### src/psde_pkg.sv
// psde_pkg: shared types and constants of the point set distance engine
// no dependencies; imported by every module of the block
`timescale 1ns / 1ps

package psde_pkg;

  localparam int unsigned COORD_W  = 16;
  localparam int unsigned POINT_W  = 3 * COORD_W;
  localparam int unsigned D2_W     = 34;          // sum of three squared 17-bit differences
  localparam int unsigned FRAC_W   = 8;
  localparam int unsigned SQ_IN_W  = D2_W + 2 * FRAC_W;
  localparam int unsigned ROOT_W   = SQ_IN_W / 2;
  localparam int unsigned DIST_W   = 26;

  typedef enum logic [1:0] {
    KIND_LOAD_A  = 2'd0,
    KIND_LOAD_B  = 2'd1,
    KIND_COMPUTE = 2'd2,
    KIND_CLEAR   = 2'd3
  } kind_t;

  typedef enum logic [1:0] {
    MODE_RMS       = 2'd0,
    MODE_CHAMFER   = 2'd1,
    MODE_HAUSDORFF = 2'd2,
    MODE_SPARE     = 2'd3
  } mode_t;

  typedef enum logic [1:0] {
    STATUS_OK      = 2'd0,
    STATUS_EMPTY   = 2'd1,
    STATUS_DROPPED = 2'd2,
    STATUS_SPARE   = 2'd3
  } status_t;

endpackage

### src/psde_isqrt.sv
// psde_isqrt: floored integer square root, one root bit per cycle
// depends on psde_pkg
`timescale 1ns / 1ps

module psde_isqrt
  import psde_pkg::*;
(
  input  logic               clk,
  input  logic               rst_n,
  input  logic               start,
  input  logic [SQ_IN_W-1:0] radicand,
  output logic               done,
  output logic [ROOT_W-1:0]  root
);

  localparam int unsigned CNT_W = $clog2(ROOT_W + 1);
  localparam int unsigned REM_W = ROOT_W + 2;

  logic [SQ_IN_W-1:0] rad_r;
  logic [REM_W-1:0]   rem_r;
  logic [ROOT_W-1:0]  root_r;
  logic [CNT_W-1:0]   cnt_r;
  logic               busy_r;
  logic               done_r;
  logic [REM_W+1:0]   rem_sh;
  logic [REM_W+1:0]   trial;
  logic               rbit;

  always_comb begin
    rem_sh = {rem_r, rad_r[SQ_IN_W-1 -: 2]};
    trial  = {2'b00, root_r, 2'b01};
    rbit   = (rem_sh >= trial);
  end

  always_ff @(posedge clk) begin
    if (!rst_n) begin
      busy_r <= 1'b0;
      done_r <= 1'b0;
      cnt_r  <= '0;
    end else begin
      done_r <= 1'b0;
      if (start) begin
        busy_r <= 1'b1;
        cnt_r  <= '0;
        rad_r  <= radicand;
        rem_r  <= '0;
        root_r <= '0;
      end else if (busy_r) begin
        rad_r  <= {rad_r[SQ_IN_W-3:0], 2'b00};
        rem_r  <= rbit ? REM_W'(rem_sh - trial) : REM_W'(rem_sh);
        root_r <= {root_r[ROOT_W-2:0], rbit};
        cnt_r  <= cnt_r + CNT_W'(1);
        if (cnt_r == CNT_W'(ROOT_W - 1)) begin
          busy_r <= 1'b0;
          done_r <= 1'b1;
        end
      end
    end
  end

  assign done = done_r;
  assign root = root_r;

endmodule

### config.mk
export PLATFORM = sky130hd
export DESIGN_NAME = psde_isqrt
export DESIGN_NICKNAME = d
export VERILOG_FILES = /design/src/psde_pkg.sv /design/src/psde_isqrt.sv
export SDC_FILE = /design/constraint.sdc
export NUM_CORES = 1
export LEC_CHECK = 0
export CAP_MARGIN = 15
export CORE_MARGIN = 3
export CORE_UTILIZATION = 50
export CTS_CLUSTER_SIZE = 10
export DETAILED_ROUTE_END_ITERATION = 10
export DONT_BUFFER_PORTS = 1
export PLACE_DENSITY = 0.78
export SLEW_MARGIN = 30
export SYNTH_ARGS = -nofsm -noshare
export SYNTH_HDL_FRONTEND = slang
export SYNTH_SLANG_ARGS = --single-unit
### constraint.sdc
create_clock -name clk -period 4.2 [get_ports clk]
set_clock_uncertainty 0.2 [all_clocks]
set_input_delay 0.84 -clock clk [delete_from_list [all_inputs] [get_ports clk]]
set_output_delay 0.84 -clock clk [all_outputs]
set_load 0.01 [all_outputs]
==> run metrics, run 1 <==
top post-synthesis cells by area edfxtp_1 (50%), mux2_2 (8.8%), ha_1 (5.9%), nor2_1 (3.4%), a21oi_1 (3.1%); CTS tree built; Slew Limit Fails 0; Hold Path Class flip-flop to flip-flop; worst slack, placed about 0.92 ns; VDD IR max between 200 and 300 uV; leading area contributor after synthesis edfxtp_1; die width about 120 um; f_max around 0.30 GHz; Synth top area share between 50% and 60%; Hold Vio Cnt, Final 0; data arrival time of the worst path about 3.3 ns; endpoint type of the worst setup path flip-flop; Reg area between 0.003 and 0.004 mm2; full die area between 0.01 and 0.015 mm2; CP required slightly above 4 ns; syn avg cell area between 10 and 15 um2; CTS max path bufs 2; CP delay by family, top compound AO/OA/AOI/OAI gates; Antenna diodes 0; core area around 0.012 mm2; clock tree sinks approximately 110; I/O pin count between 70 and 80; Crit path largest cell delay ~0.79 ns; design area between 0.006 and 0.007 mm2; Max-cap violations 0; post-route ant nets 0; Die H 117 um; status completed; clock tree root driver cell clkbuf_16; vias in the first global route 4097; CP max-delay cell or3_2; Resize count post-CTS 0; Multi-input gate area around 0.0027 mm2; CP bufs+invs 1; Rows 39; total design power about 2.8 mW; DR iter-0 viols about 330; initial antenna violation count 2; Cell Pwr Density 427 mW/mm2; RSZ-0062 raised after global routing no; Post-Synth XOR/XNOR Area 2.86%; Min Clock Period, post-route ~3.4 ns; GRT Util Overall between 10% and 20%; number of fill cells 957; HPWL after DPL about 8400 um; most frequent cell after synthesis edfxtp_1; Cell Area, Placed between 0.006 and 0.007 mm2; largest fanout on the critical path 22; first-pass GRT wire length just under 20000 um; post-DR vias/cell between 5 and 6; Compound-Gate Fraction of Synth Area about 11%; post-synth cell types 56; adder-cell share of the synthesized area under 10%; drt pass-1 iters 4; Final Wtd Congestion ~0.93; final period utilization ~80%; CP Launch Type flip-flop; multiplexer share of the synthesized area a little under an eighth; Post-CTS Setup Inserts 0; Synth async-reset ratio 0%; setup ws final approximately 0.84 ns; number of synthesized register bits approximately 110; synth cell count leaders edfxtp_1 (102), nor2_1 (55), mux2_2 (48); Slew Limit Headroom a little under half; Synthesis Warnings 0; CP cell instances inv_1 > ha_1 > a21oi_1 > o21ai_1 > o31ai_2 > a211oi_2 > or3_2 > mux2i_1 > nor2_1; DRC 0; slew at the pin with the worst max-slew slack 0.799 ns; largest family of logic cells by synthesized area simple AND/OR/NAND/NOR gates; Remaining Overflow, GRT 0; CTS clk-pin slew, worst paths around 0.070 ns; Fin Setup TNS 0 ns; Port Buffers 0; fraction of layout instances using a drive strength above 1 around 15%; TritonCTS buffer count 9; Post-synth EDFFs a little over 100; largest net degree at the start of global routing ~110; cell count after synthesis between 500 and 600; Mapped Area approximately 0.0061 mm2; Post-synth top flop edfxtp_1; final setup fails 0; Post-Syn Nets ~600; # hold bufs at CTS 0; final core occ about 56%; simple-gate share of the synthesized area roughly an eighth; routed len/inst roughly 18 um; WL final 12100 um; NumNets Final around 600; Initial Util a little over half; Crit Path Category flip-flop to flip-flop; Seq/Total Area, Yosys 52.4%; # H-tree levels 3; via count approximately 4.0k; Clock Latency Late Sink around 0.35 ns; Pleak approximately 2.5 nW; Layout area overhead 6.42%
==> metal layers <==
| layer | global-route usage [%] | wire [um] | share of wire (%) |
|---|---|---|---|
| met5 | 0 | 18 | 0.15 |
| met4 | 8.33 | 259 | 2.1 |
| met3 | 7.62 | 1130 | 9.4 |
| met2 | 29.1 | 5600 | 46 |
| met1 | 22.5 | 5070 | 42 |
==> logic make-up (layout without fill, tap and decap cells) <==
| kind of cell | count (synthesis) | count (layout) |
|---|---|---|
| buffers and inverters | 55 | 53 |
| adder cells (fa/ha/maj) | 29 | 29 |
| AO/OA/AOI/OAI | 103 | 103 |
| multiplexers | 65 | 65 |
| AND/OR/NAND/NOR | 149 | 149 |
| XOR/XNOR | 20 | 20 |
| flip-flops | 109 | 109 |
==> area by class of cell <==
class | count | share of cell area [%]
sequential | 109 | 49.2
multi-input combinational | 366 | 41.1
clock buffer | 13 | 4.32
tap | 143 | 2.75
inverter | 34 | 1.96
clock inverter | 3 | 0.365
timing repair buffer | 3 | 0.346
==> state kept, by name, indices dropped and copies added, names as in the netlist <==
register	cells
busy_r	1
rad_r	50
cnt_r	5
rem_r	27
root	25
done	1
==> report_power, final <==
part	leakage [nW]	total, mW	switching (mW)	internal (mW)
clock	0.152	0.857	0.382	0.475
sequential	1.04	1.34	0.0454	1.29
combinational	1.27	0.585	0.337	0.248
total	2.46	2.78	0.764	2.02
==> tightest hold or removal path, cell delays in order (launching register included) <==
cell	delay (ns)
dfxtp_1	0.33
nand4b_1	0.11
nor3_1	0.05
==> path summary, 6_finish.rpt <==
check | from | to | slack, ns | cells after the start
worst max-delay path | root[14] | rem_r[2] | 0.84 | 9
worst min register to register | cnt_r[4] | done | 0.33 | 2
worst min-delay path | cnt_r[4] | done | 0.33 | 2
worst max register to register | root[14] | rem_r[2] | 0.84 | 9
==> layout by cell type (no fill, tap or decap), types with 4 or more instances in the layout <==
cell type  synthesis  layout
nand4_1            9       9
nand2_1           31      31
nor2b_1            4       4
ha_1              29      29
inv_1             34      34
a31oi_1            5       5
and2_1             4       4
xnor2_1           11      11
clkbuf_16          0      10
edfxtp_1         102     102
and3_1             5       5
mux2i_1           17      17
or3_1              5       4
mux2_2            48      48
o21a_1             5       4
a21o_1             6       6
o21ai_0           17      17
o211ai_1           5       5
nand3_1            9       9
dfxtp_1            7       7
nor3_1             9       9
xor2_1             9       9
nor2_1            55      55
a21oi_1           38      38
==> through the flow <==
stage | cells | hold slack [ns]
finish | 671 | 0.331
global route | 671 | 0.349
CTS | 671 | 0.325
detailed placement | 655 | 0.316
global placement | 655 | 0.292
floorplan | 530 | 0.279
Power figures use the tool's default switching activity.
==> run 2: changes to the inputs <==
clock period = 2.8 ns   (was 4.2 ns; I/O delays follow)
==> run 2 against run 1 <==
Register-to-register slack got worse by 0.82 ns. Critical path type unchanged. Global-route usage up 1.4 points. Worst setup slack worse by 0.82 ns. Critical endpoint is now rem_r[11]. Largest cell class unchanged. Design area grew 12%. Utilization increased by 6.6 points.
==> run metrics, run 2 (synthesis results as in run 1) <==
Min Clock Period, post-route 2.78 ns (was 3.36 ns); Hold Worst Slack 0.205 ns (was 0.331 ns); Slew Limit Headroom 60.4% (was 46.7%); HPWL after DPL 8890 um (was 8400 um); Hold Vio Cnt, Final 0 (unchanged); clock tree sinks 109 (unchanged); vias in the first global route 4362 (was 4097); Clock Latency Late Sink 0.36 ns (was 0.35 ns); largest net degree at the start of global routing 107 (unchanged); sequential share of power 44.5% (was 48.2%); Cell Pwr Density 618 mW/mm2 (was 427 mW/mm2); WL final 13000 um (was 12100 um); Max-cap violations 0 (unchanged); Fin Setup TNS 0 ns (unchanged); switching pwr 1.29 mW (was 0.764 mW); Crit. Startpoint rem_r[10] (was root[14]); fin cells 735 (was 671); Clock power frac 30.1% (was 30.8%); full die area 0.0136 mm2 (unchanged); Layout area overhead 19.1% (was 6.42%); start of the worst register-to-register path rem_r[10] (was root[14]); fraction of layout instances using a drive strength above 1 31.4% (was 15.0%); placed instance count 708 (was 655); CTS clk-pin slew, worst paths 0.07 ns (about the same); post-DR vias/cell 5.85 (was 6.00); Biggest register rad_r (unchanged); final setup fails 0 (unchanged); initial antenna violation count 1 (was 2); I/O pin count 79 (unchanged); CP Launch Type flip-flop (unchanged); status completed (unchanged); number of fill cells 912 (was 957); Reg2Reg Setup Slack 0.02 ns (was 0.84 ns); total design power 4.50 mW (was 2.78 mW); DR iter-0 viols 392 (was 327); CTS max path bufs 2 (unchanged); Pleak 2.78 nW (was 2.46 nW); RSZ-0062 raised after global routing yes (was no); Port Buffers 0 (unchanged); core area 0.0117 mm2 (unchanged); Initial Util 52.5% (unchanged); worst setup path endpoint rem_r[11] (was rem_r[2]); CTS tree built (unchanged); max FFs per register 50 (unchanged); # hold bufs at CTS 0 (unchanged); final period utilization 99.3% (was 80.0%); post-route ant nets 0 (unchanged); Antenna diodes 0 (unchanged); # H-tree levels 3 (unchanged); Net Sw Frac 28.7% (was 27.5%); Rows 39 (unchanged); R2R Path End rem_r[11] (was rem_r[2]); CP required 2.71 ns (was 4.11 ns); NumNets Final 669 (was 605); first-pass GRT wire length 21000 um (was 19800 um); via count 4300 (was 4024); die width 117 um (unchanged); logic gate share of total power 25.4% (was 21.0%); slew at the pin with the worst max-slew slack 0.588 ns (was 0.799 ns); Final Wtd Congestion 0.904 (was 0.927); f_max 0.360 GHz (was 0.298 GHz); clock tree root driver cell clkbuf_16 (unchanged); routed len/inst 17.7 um (was 18.0 um); DRC 0 (unchanged); data arrival time of the worst path 2.69 ns (was 3.26 ns); drt pass-1 iters 4 (unchanged); Hold Path Class primary input to flip-flop (was flip-flop to flip-flop); TritonCTS buffer count 9 (unchanged); commonest cells after routing, fill and taps aside edfxtp_1 (102), buf_4 (62), nor2_1 (55), mux2_2 (48), nand2_1 (31) (was edfxtp_1 (102), nor2_1 (55), mux2_2 (48), a21oi_1 (38), inv_1 (34)); commonest non-fill, non-tap cell in the layout edfxtp_1 (unchanged); Crit Path Category flip-flop to flip-flop (unchanged); GRT Util Overall 19.9% (was 18.5%); endpoint type of the worst setup path flip-flop (unchanged); Die H 117 um (unchanged); VDD IR max 646 uV (was 256 uV); Remaining Overflow, GRT 0 (unchanged); largest fanout on the critical path 7 (was 22); R2R cell count 10 (was 9); Internal Power 3.21 mW (was 2.02 mW); Slew Limit Fails 0 (unchanged)
-- run 2: worst min path at each step --
stage / cells after the start / to / startpoint
after floorplan: 2 / cnt_r[4] / cnt_r[4]
after global placement: 2 / cnt_r[4] / cnt_r[4]
after detailed placement: 2 / done / cnt_r[4]
after CTS: 1 / busy_r / start
after global routing: 1 / busy_r / start
final: 1 / rad_r[1] / radicand[1]
-- run 2: stage by stage --
| stage | setup slack [ns] | cell area [um2] | util (%) |
|---|---|---|---|
| after detailed placement | -0.0926 | 6650 | 57.0 |
| after floorplan | 0.00187 | 6150 | - |
| after CTS | 0.0106 | 7000 | 60.0 |
| after global placement | -0.0197 | 6650 | 57.0 |
| final | 0.0205 | 7280 | 62.5 |
| after global routing | -0.0639 | 7280 | 62.5 |
-- run 2: per-layer routing --
| layer | GRT usage (%) | vias up | share of wire [%] |
|---|---|---|---|
| li1 | - | 2075 | - |
| met5 | 0 | - | 0.10 |
| met3 | 8.39 | 22 | 9.1 |
| met4 | 5.96 | 2 | 1.2 |
| met2 | 32.0 | 151 | 48 |
| met1 | 24.7 | 2050 | 42 |
-- run 2: cell type report --
| type | instances | area, um2 | share of cell area [%] |
|---|---|---|---|
| clock buffer | 9 | 225 | 3.09 |
| clock inverter | 7 | 92.6 | 1.27 |
| inverter | 34 | 128 | 1.75 |
| multi-input combinational | 366 | 2910 | 40.0 |
| sequential | 109 | 3200 | 44.0 |
| tap | 143 | 179 | 2.46 |
| timing repair buffer | 67 | 543 | 7.46 |
-- run 2: what timing repair did --
item                                    4_1_cts  5_1_grt
resized for setup                             7       51
pin swaps                                     2       11
setup buffers                                 1       10
endpoints found under the setup margin       20       25
-- run 2: worst max-delay path: stages, from the launching register on --
cell      delay (ns)
edfxtp_1        0.47
ha_4            0.30
buf_4           0.14
buf_4           0.14
and3_4          0.15
a32oi_4         0.20
a211oi_2        0.11
or3_4           0.41
buf_6           0.16
mux2i_1         0.19
nor2_1          0.06
-- run 2: power groups by stage --
stage / combinational, mW / clock [mW] / sequential [mW]
floorplan: 0.752 / 0 / 2.02
global placement: 0.976 / 0 / 2.03
detailed placement: 1.01 / 0 / 2.03
CTS: 1.03 / 1.38 / 2.00
global route: 1.26 / 1.44 / 2.01
finish: 1.14 / 1.35 / 2.00
