--- src/psde_pkg.sv ---
// psde_pkg: shared types and constants of the point set distance engine
// no dependencies; imported by every module of the block
`timescale 1ns / 1ps

package psde_pkg;

  localparam int unsigned COORD_W  = 16;
  localparam int unsigned POINT_W  = 3 * COORD_W;
  localparam int unsigned D2_W     = 34;          // sum of three squared 17-bit differences
  localparam int unsigned FRAC_W   = 8;
  localparam int unsigned SQ_IN_W  = D2_W + 2 * FRAC_W;
  localparam int unsigned ROOT_W   = SQ_IN_W / 2;
  localparam int unsigned DIST_W   = 26;

  typedef enum logic [1:0] {
    KIND_LOAD_A  = 2'd0,
    KIND_LOAD_B  = 2'd1,
    KIND_COMPUTE = 2'd2,
    KIND_CLEAR   = 2'd3
  } kind_t;

  typedef enum logic [1:0] {
    MODE_RMS       = 2'd0,
    MODE_CHAMFER   = 2'd1,
    MODE_HAUSDORFF = 2'd2,
    MODE_SPARE     = 2'd3
  } mode_t;

  typedef enum logic [1:0] {
    STATUS_OK      = 2'd0,
    STATUS_EMPTY   = 2'd1,
    STATUS_DROPPED = 2'd2,
    STATUS_SPARE   = 2'd3
  } status_t;

endpackage

--- src/psde_div.sv ---
// psde_div: restoring divider, one quotient bit per cycle
// depends on psde_pkg
`timescale 1ns / 1ps

module psde_div
  import psde_pkg::*;
#(
  parameter int unsigned DVD_W = 61,
  parameter int unsigned DVS_W = 11
) (
  input  logic             clk,
  input  logic             rst_n,
  input  logic             start,
  input  logic [DVD_W-1:0] dividend,
  input  logic [DVS_W-1:0] divisor,
  output logic             done,
  output logic [DVD_W-1:0] quot
);

  localparam int unsigned CNT_W = $clog2(DVD_W + 1);

  logic [DVD_W-1:0] dvd_r;
  logic [DVS_W-1:0] dvs_r;
  logic [DVS_W-1:0] rem_r;
  logic [CNT_W-1:0] cnt_r;
  logic             busy_r;
  logic             done_r;
  logic [DVS_W:0]   rem_sh;
  logic [DVS_W:0]   rem_sub;
  logic             qbit;

  always_comb begin
    rem_sh  = {rem_r, dvd_r[DVD_W-1]};
    qbit    = (rem_sh >= {1'b0, dvs_r});
    rem_sub = qbit ? (rem_sh - {1'b0, dvs_r}) : rem_sh;
  end

  always_ff @(posedge clk) begin
    if (!rst_n) begin
      busy_r <= 1'b0;
      done_r <= 1'b0;
      cnt_r  <= '0;
    end else begin
      done_r <= 1'b0;
      if (start) begin
        busy_r <= 1'b1;
        cnt_r  <= '0;
        dvd_r  <= dividend;
        dvs_r  <= divisor;
        rem_r  <= '0;
      end else if (busy_r) begin
        // quotient bits shift in where dividend bits leave
        dvd_r <= {dvd_r[DVD_W-2:0], qbit};
        rem_r <= rem_sub[DVS_W-1:0];
        cnt_r <= cnt_r + CNT_W'(1);
        if (cnt_r == CNT_W'(DVD_W - 1)) begin
          busy_r <= 1'b0;
          done_r <= 1'b1;
        end
      end
    end
  end

  assign done = done_r;
  assign quot = dvd_r;

endmodule

--- config.mk ---
export PLATFORM = sky130hd
export DESIGN_NAME = psde_div
export DESIGN_NICKNAME = d
export VERILOG_FILES = /design/src/psde_pkg.sv /design/src/psde_div.sv
export SDC_FILE = /design/constraint.sdc
export NUM_CORES = 1
export LEC_CHECK = 0
export BUFFER_PORTS_ARGS = -buffer_cell sky130_fd_sc_hd__buf_4
export CELL_PAD_IN_SITES_DETAIL_PLACEMENT = 1
export CELL_PAD_IN_SITES_GLOBAL_PLACEMENT = 2
export CORE_MARGIN = 5
export CORE_UTILIZATION = 34
export DETAILED_ROUTE_END_ITERATION = 10
export PLACE_DENSITY = 0.9
export SKIP_LAST_GASP = 1
export SYNTH_ARGS = -nofsm -noshare
export SYNTH_HDL_FRONTEND = slang
export SYNTH_SLANG_ARGS = --single-unit
--- constraint.sdc ---
create_clock -name clk -period 3.5 [get_ports clk]
set_input_delay 0.7 -clock clk [delete_from_list [all_inputs] [get_ports clk]]
set_output_delay 0.7 -clock clk [all_outputs]
set_load 0.01 [all_outputs]
==> impl_metrics.py, run 1 <==
metrics = {
    "status": {
        "status": "finished clean",
    },
    "synthesis": {
        "netlist_area_mm2": 0.00433,
        "yosys_most_used_dff": "edfxtp_1",
        "netlist.area_leader.share_pct": 57.6,
        "synth.area.top_cells": "edfxtp_1 58%, mux2_2 16%, ha_1 3.8%",
        "synth-xor-area-share_pct": 2.02,
        "synth-edff-count": 83,
        "syn_inst": 304,
        "synth.yosys.seq_area_share_pct": 61.3,
        "yosysUniqueCellTypes": 41,
        "synth_warnings": 0,
        "syn-num-nets": 393,
        "synth-compound-area-share_pct": 7.19,
        "avgSynthCellArea_um2": 14.2,
        "synth_area_leader_cell": "edfxtp_1",
        "synthMuxAreaShare_pct": 15.8,
        "synth_adder_area_share_pct": 4.22,
        "ys_ff_latch": 91,
        "synth_top_family_by_area": "multiplexers",
        "async_flop_share_pct": 0,
        "synthSimpleGateAreaFrac_pct": 6.85,
    },
    "routing": {
        "drt_iter0_markers": 104,
        "ant_nets": 0,
        "drc": 0,
        "routed_wl_mm": 11.2,
        "routed_via_density": 4.85,
        "vias": 3006,
        "drt-wirelength-per-cell_um": 18.0,
        "drt-pass1-iter-count": 4,
    },
    "timing": {
        "rsz0062_at_grt": "false",
        "finalSetupTns_ns": 0,
        "slew_violations": 0,
        "period_share_pct": 79.3,
        "final.min_clock_period_ns": 2.78,
        "setup_viol": 0,
        "tightest_slew_ns": 0.663,
        "fin_worst_skew_ns": 0.00771,
        "timing.fmax_ghz": 0.360,
        "finalHoldViolations": 0,
        "slew-limit-headroom_pct": 55.8,
    },
    "die": {
        "start_util_pct": 34.5,
        "die_h_um": 123,
        "coreArea_mm2": 0.0126,
        "rows": 41,
        "die_area_mm2": 0.0151,
        "fp.dieW_um": 123,
        "io_pins": 137,
    },
    "cts": {
        "clk_latency_ns": 0.33,
        "cts_setup_buffers": 0,
        "numCtsBuffers": 9,
        "cts_sinks": 91,
        "clk_pin_slew_worst_paths_ns": 0.06,
        "cts_htree_levels": 3,
        "cts_buffer_depth": 2,
        "cts_hold_buffers": 0,
        "cts_resized": 0,
        "cts_tree": "built",
        "root_buffer": "clkbuf_16",
    },
    "global_routing": {
        "antenna_found_initial": 0,
        "gr-total-overflow": 0,
        "grt_pass1_vias": 3367,
        "grt_max_degree": 41,
        "grt_pass1_wl_mm": 17.3,
        "grtUsageTotal_pct": 15.0,
    },
    "run": {
        "drv_cap": 0,
    },
    "finish": {
        "final_cell_mix": "139 x buf_4, 83 x edfxtp_1, 60 x mux2_2, 17 x inv_1, 13 x ha_1",
        "drive_gt1_share_pct": 50.7,
        "antenna_cells": 0,
        "layout_commonest_cell": "buf_4",
        "area_growth_pct": 35.1,
        "nNetsFinal": 532,
        "stdcell_count": 620,
        "final_core_util_pct": 46.5,
        "seq_area_mm2": 0.00265,
        "multi_input_area_mm2": 0.00157,
        "fillers": 1315,
    },
    "power_and_ir_drop": {
        "p_leak_nw": 2.31,
        "ir_drop_uv": 297,
        "powerDensity_mw_per_mm2": 492,
    },
    "min_path": {
        "hp-start": "cnt_r[5]$_SDFFE_PP0P_",
        "min_to": "done$_SDFF_PP0_",
        "holdCritPathClass": "flip-flop to flip-flop",
        "hold_depth": 2,
    },
    "placement": {
        "dp_hpwl_mm": 8.43,
        "dp.cells": 604,
        "port_buffers": 136,
        "place_congestion": 0.791,
    },
    "setup_path": {
        "r2r_cells": 7,
        "r2r-end": "rem_r[10]$_SDFFCE_PP0P_",
        "cp.arrival_ns": 2.84,
        "crit_type": "flip-flop to flip-flop",
        "critical_path.max_fanout": 15,
        "ff2ff_setup_slack_ns": 0.72,
        "critical_path_required_ns": 3.57,
        "startpoint_type": "flip-flop",
        "endpoint_kind": "flip-flop",
        "r2r_start": "rem_r[4]$_SDFFCE_PP0P_",
    },
}
## Yosys cell counts (all sizes together), types with 3 or more instances
| master | n |
|---|---|
| edfxtp | 83 |
| mux2 | 60 |
| inv | 17 |
| o21ai | 16 |
| a21oi | 15 |
| ha | 13 |
| nor2 | 12 |
| nand2 | 11 |
| or3 | 9 |
| clkbuf | 8 |
| dfxtp | 8 |
| nand2b | 8 |
| xor2 | 6 |
| o211ai | 5 |
| xnor2 | 4 |
| buf | 3 |
| nand4 | 3 |
| o21a | 3 |
## worst max-delay path by stage
stage                                       from                       to  slack (ns)  depth (start not counted)
after global routing          quot[60]$_DFFE_PP_  rem_r[10]$_SDFFCE_PP0P_        0.59                          9
after CTS                     quot[60]$_DFFE_PP_  rem_r[10]$_SDFFCE_PP0P_        0.72                          9
after detailed placement      quot[60]$_DFFE_PP_  rem_r[10]$_SDFFCE_PP0P_        0.76                          9
after floorplan                            start        quot[0]$_DFFE_PP_        0.32                          2
after global placement        quot[60]$_DFFE_PP_  rem_r[10]$_SDFFCE_PP0P_        0.90                          9
final                     rem_r[4]$_SDFFCE_PP0P_  rem_r[10]$_SDFFCE_PP0P_        0.72                          7
## through the flow
step           hold WS [ns]  area (um2)  setup WS, ns  total power [W]
3_3_place_gp          0.469        5540         0.905          0.00186
4_1_cts               0.509        5850         0.721          0.00292
6_report              0.497        5850         0.723          0.00288
2_1_floorplan         0.458        4330         0.325          0.00166
5_1_grt               0.524        5850         0.590          0.00302
3_5_place_dp          0.495        5540         0.761          0.00189
## layout make-up
cell class                      instances  area share (%)
Sequential cell                        91            45.3
Inverter                               17            1.09
Clock inverter                          6            1.37
Tap cell                              172            3.68
Clock buffer                           10            3.91
Multi-Input combinational cell        185            26.8
Timing Repair Buffer                  139            17.8
## worst max-delay path, stage by stage (launching register included)
cell,delay (ns)
edfxtp_1,0.41
ha_1,0.35
a21o_1,0.21
or3_4,0.34
o21ai_2,0.21
nor3b_4,0.62
or3_4,0.28
o32ai_1,0.10
## registers in the layout (all words and copies together), names as in the netlist
name,cells
quot,61
dvs_r,11
rem_r,11
cnt_r,6
busy_r,1
done,1
## power breakdown
group / total (W) / internal [W] / switching (W)
registers: 0.00133 / 0.00129 / 0.0000428
logic: 0.000531 / 0.000266 / 0.000264
clock network: 0.00102 / 0.000620 / 0.000398
total: 0.00288 / 0.00217 / 0.000705
## logic make-up (layout without fill, tap and decap cells)
family / count (synthesis) / count (layout)
multiplexers: 61 / 61
adder cells (fa/ha/maj): 14 / 14
XOR/XNOR: 10 / 10
flip-flops: 91 / 91
buffers and inverters: 28 / 172
AO/OA/AOI/OAI: 48 / 48
AND/OR/NAND/NOR: 52 / 52
## per-layer routing
layer / up-vias / track usage, % / wire [um]
li1: 1421 / - / -
met1: 1480 / 16.5 / 4280
met2: 90 / 25.6 / 5700
met3: 15 / 7.05 / 976
met4: 0 / 4.83 / 195
met5: - / 0 / 0
Note: power is estimated with default switching activity, not from simulation.
==> run 2: changes to the inputs <==
Settings changed: CORE_UTILIZATION 34 to 30, PLACE_DENSITY 0.9 to 0.85.
Clock period 3.5 ns to 2.3 ns, I/O delays scaled along.
==> run 2 against run 1 <==
- the flow now finishes with violations (setup timing)
- routed wire length is 1.9% higher
- design area is 5.4% higher
- maximum frequency is 18% higher
- final cell count is 5.3% higher
- first-iteration DRC count is 13% higher
- sequential power is 52% higher
- core utilization is 3.6 points lower
- critical path type unchanged
- critical endpoint is now rem_r[9]$_SDFFCE_PP0P_
- largest power group unchanged
==> impl_metrics.py, run 2 (synthesized netlist as in run 1, its figures left out) <==
metrics = {
    "status": {
        "status": "complete, but fails checks",
        "failed_checks": "setup timing",
    },
    "cts": {
        "clk_pin_slew_worst_paths_ns": 0.06,
        "cts_htree_levels": 3,
        "cts_hold_buffers": 0,
        "cts_sinks": 91,
        "root_buffer": "clkbuf_16",
        "cts_buffer_depth": 2,
        "clk_latency_ns": 0.33,
        "cts_tree": "built",
        "numCtsBuffers": 9,
    },
    "placement": {
        "placed_cell_area_mm2": 0.00571,
        "place_congestion": 0.788,
        "preCtsSetupSlack_ns": -0.175,
        "dp.cells": 629,
        "port_buffers": 136,
        "dp_hpwl_mm": 8.73,
    },
    "setup_path": {
        "startpoint_type": "flip-flop",
        "critical_path.max_fanout": 5,
        "endpoint_kind": "flip-flop",
        "cp.arrival_ns": 2.52,
        "crit_type": "flip-flop to flip-flop",
        "critical_path_required_ns": 2.46,
        "r2r_start": "dvs_r[0]$_DFFE_PP_",
        "ff2ff_setup_slack_ns": -0.06,
        "r2r-end": "rem_r[9]$_SDFFCE_PP0P_",
        "r2r_cells": 9,
    },
    "min_path": {
        "min_to": "dvs_r[2]$_DFFE_PP_",
        "hold_depth": 1,
        "holdCritPathClass": "input pin to flip-flop",
        "hp-start": "divisor[2]",
    },
    "finish": {
        "stdcell_count": 653,
        "final_area_mm2": 0.00617,
        "final_cell_mix": "154 x buf_4, 83 x edfxtp_1, 60 x mux2_2, 16 x inv_1, 12 x nor2_1",
        "area_growth_pct": 42.4,
        "drive_gt1_share_pct": 57.1,
        "layout_commonest_cell": "buf_4",
        "nNetsFinal": 553,
        "antenna_cells": 0,
        "largest_reg_flops": 61,
        "fillers": 1484,
    },
    "routing": {
        "routed_wl_mm": 11.4,
        "drc": 0,
        "ant_nets": 0,
        "routed_via_density": 4.68,
        "drt-wirelength-per-cell_um": 17.4,
        "drt-pass1-iter-count": 4,
        "drt_iter0_markers": 117,
        "vias": 3054,
    },
    "die": {
        "rows": 44,
        "fp.dieW_um": 130,
        "die_h_um": 130,
        "start_util_pct": 30.1,
        "die_area_mm2": 0.0169,
        "io_pins": 137,
        "coreArea_mm2": 0.0144,
    },
    "power_and_ir_drop": {
        "p_leak_nw": 2.43,
        "ir_drop_uv": 313,
        "powerDensity_mw_per_mm2": 720,
    },
    "timing": {
        "hold_ws_ns": 0.305,
        "final.min_clock_period_ns": 2.36,
        "fin_worst_skew_ns": 0.0102,
        "setup_viol": 3,
        "slew-limit-headroom_pct": 56.5,
        "finalHoldViolations": 0,
        "slew_violations": 0,
        "period_share_pct": 103,
        "worst_slack_ns": -0.0608,
        "tightest_slew_ns": 0.652,
        "timing.fmax_ghz": 0.424,
        "rsz0062_at_grt": "true",
    },
    "global_routing": {
        "gr-total-overflow": 0,
        "grt_pass1_wl_mm": 17.9,
        "grt_pass1_vias": 3398,
        "antenna_found_initial": 0,
        "grt_max_degree": 52,
        "grtUsageTotal_pct": 13.6,
    },
    "run": {
        "drv_cap": 0,
    },
}
[run 2: cell types whose count changed in the layout (fill, tap and decap cells not counted), sizes merged]
cell and delta:
clkinv -1, bufinv -1, clkbuf +1, clkinvlp +1, buf +21
[run 2: metrics by stage]
stage / total power, W / util, % / TNS [ns]
finish: 0.00444 / 42.9 / -0.166
global route: 0.00467 / 42.9 / -1.12
CTS: 0.00444 / 42.4 / -0.227
detailed placement: 0.00294 / 39.8 / -0.882
global placement: 0.00291 / 39.8 / -0.322
floorplan: 0.00255 / - / -0.0937
[run 2: critical path: stages, from the launching register on]
cell      delay (ns)
edfxtp_1        0.38
ha_2            0.22
fa_2            0.36
nand2b_4        0.16
a21oi_4         0.14
o21ai_2         0.07
nor3b_4         0.16
buf_6           0.14
or3_4           0.36
o32ai_2         0.20
[run 2: worst max path at each step]
| stage | from | end | slack [ns] | cells after the start |
|---|---|---|---|---|
| after detailed placement | quot[60]$_DFFE_PP_ | rem_r[10]$_SDFFCE_PP0P_ | -0.18 | 10 |
| final | dvs_r[0]$_DFFE_PP_ | rem_r[9]$_SDFFCE_PP0P_ | -0.06 | 9 |
| after global placement | quot[60]$_DFFE_PP_ | rem_r[10]$_SDFFCE_PP0P_ | -0.12 | 10 |
| after global routing | dvs_r[0]$_DFFE_PP_ | rem_r[10]$_SDFFCE_PP0P_ | -0.16 | 9 |
| after floorplan | quot[60]$_DFFE_PP_ | rem_r[10]$_SDFFCE_PP0P_ | -0.07 | 9 |
| after CTS | dvs_r[0]$_DFFE_PP_ | rem_r[9]$_SDFFCE_PP0P_ | -0.08 | 9 |
[run 2: repair_timing]
action | in CTS | in global routing
buffers inserted | 5 | 4
pin swaps | 11 | 11
cloned | 0 | 0
hold endpoints to repair | 0 | 0
gates resized for setup | 12 | 13
setup endpoints to repair | 10 | 12
[run 2: area by class of cell]
class | instances | area [um2] | area share, %
clock buffer | 11 | 233 | 3.77
clock inverter | 5 | 53.8 | 0.872
inverter | 17 | 63.8 | 1.03
multi-input combinational | 185 | 1690 | 27.4
sequential | 91 | 2650 | 43.0
tap | 184 | 230 | 3.73
timing repair buffer | 160 | 1240 | 20.1
[run 2: power by group]
part / internal (W) / switching, W
Clock: 0.000838 / 0.000589
Combinational: 0.000528 / 0.000463
Sequential: 0.00196 / 0.0000672
Total: 0.00332 / 0.00112
[run 2: routing by layer]
| metal | share of wire (%) | wire (um) | global-route usage [%] |
|---|---|---|---|
| met5 | 0 | 0 | 0 |
| met1 | 38 | 4310 | 15.5 |
| met2 | 54 | 6170 | 24.0 |
| met3 | 6.9 | 789 | 5.08 |
| met4 | 0.81 | 92 | 3.48 |
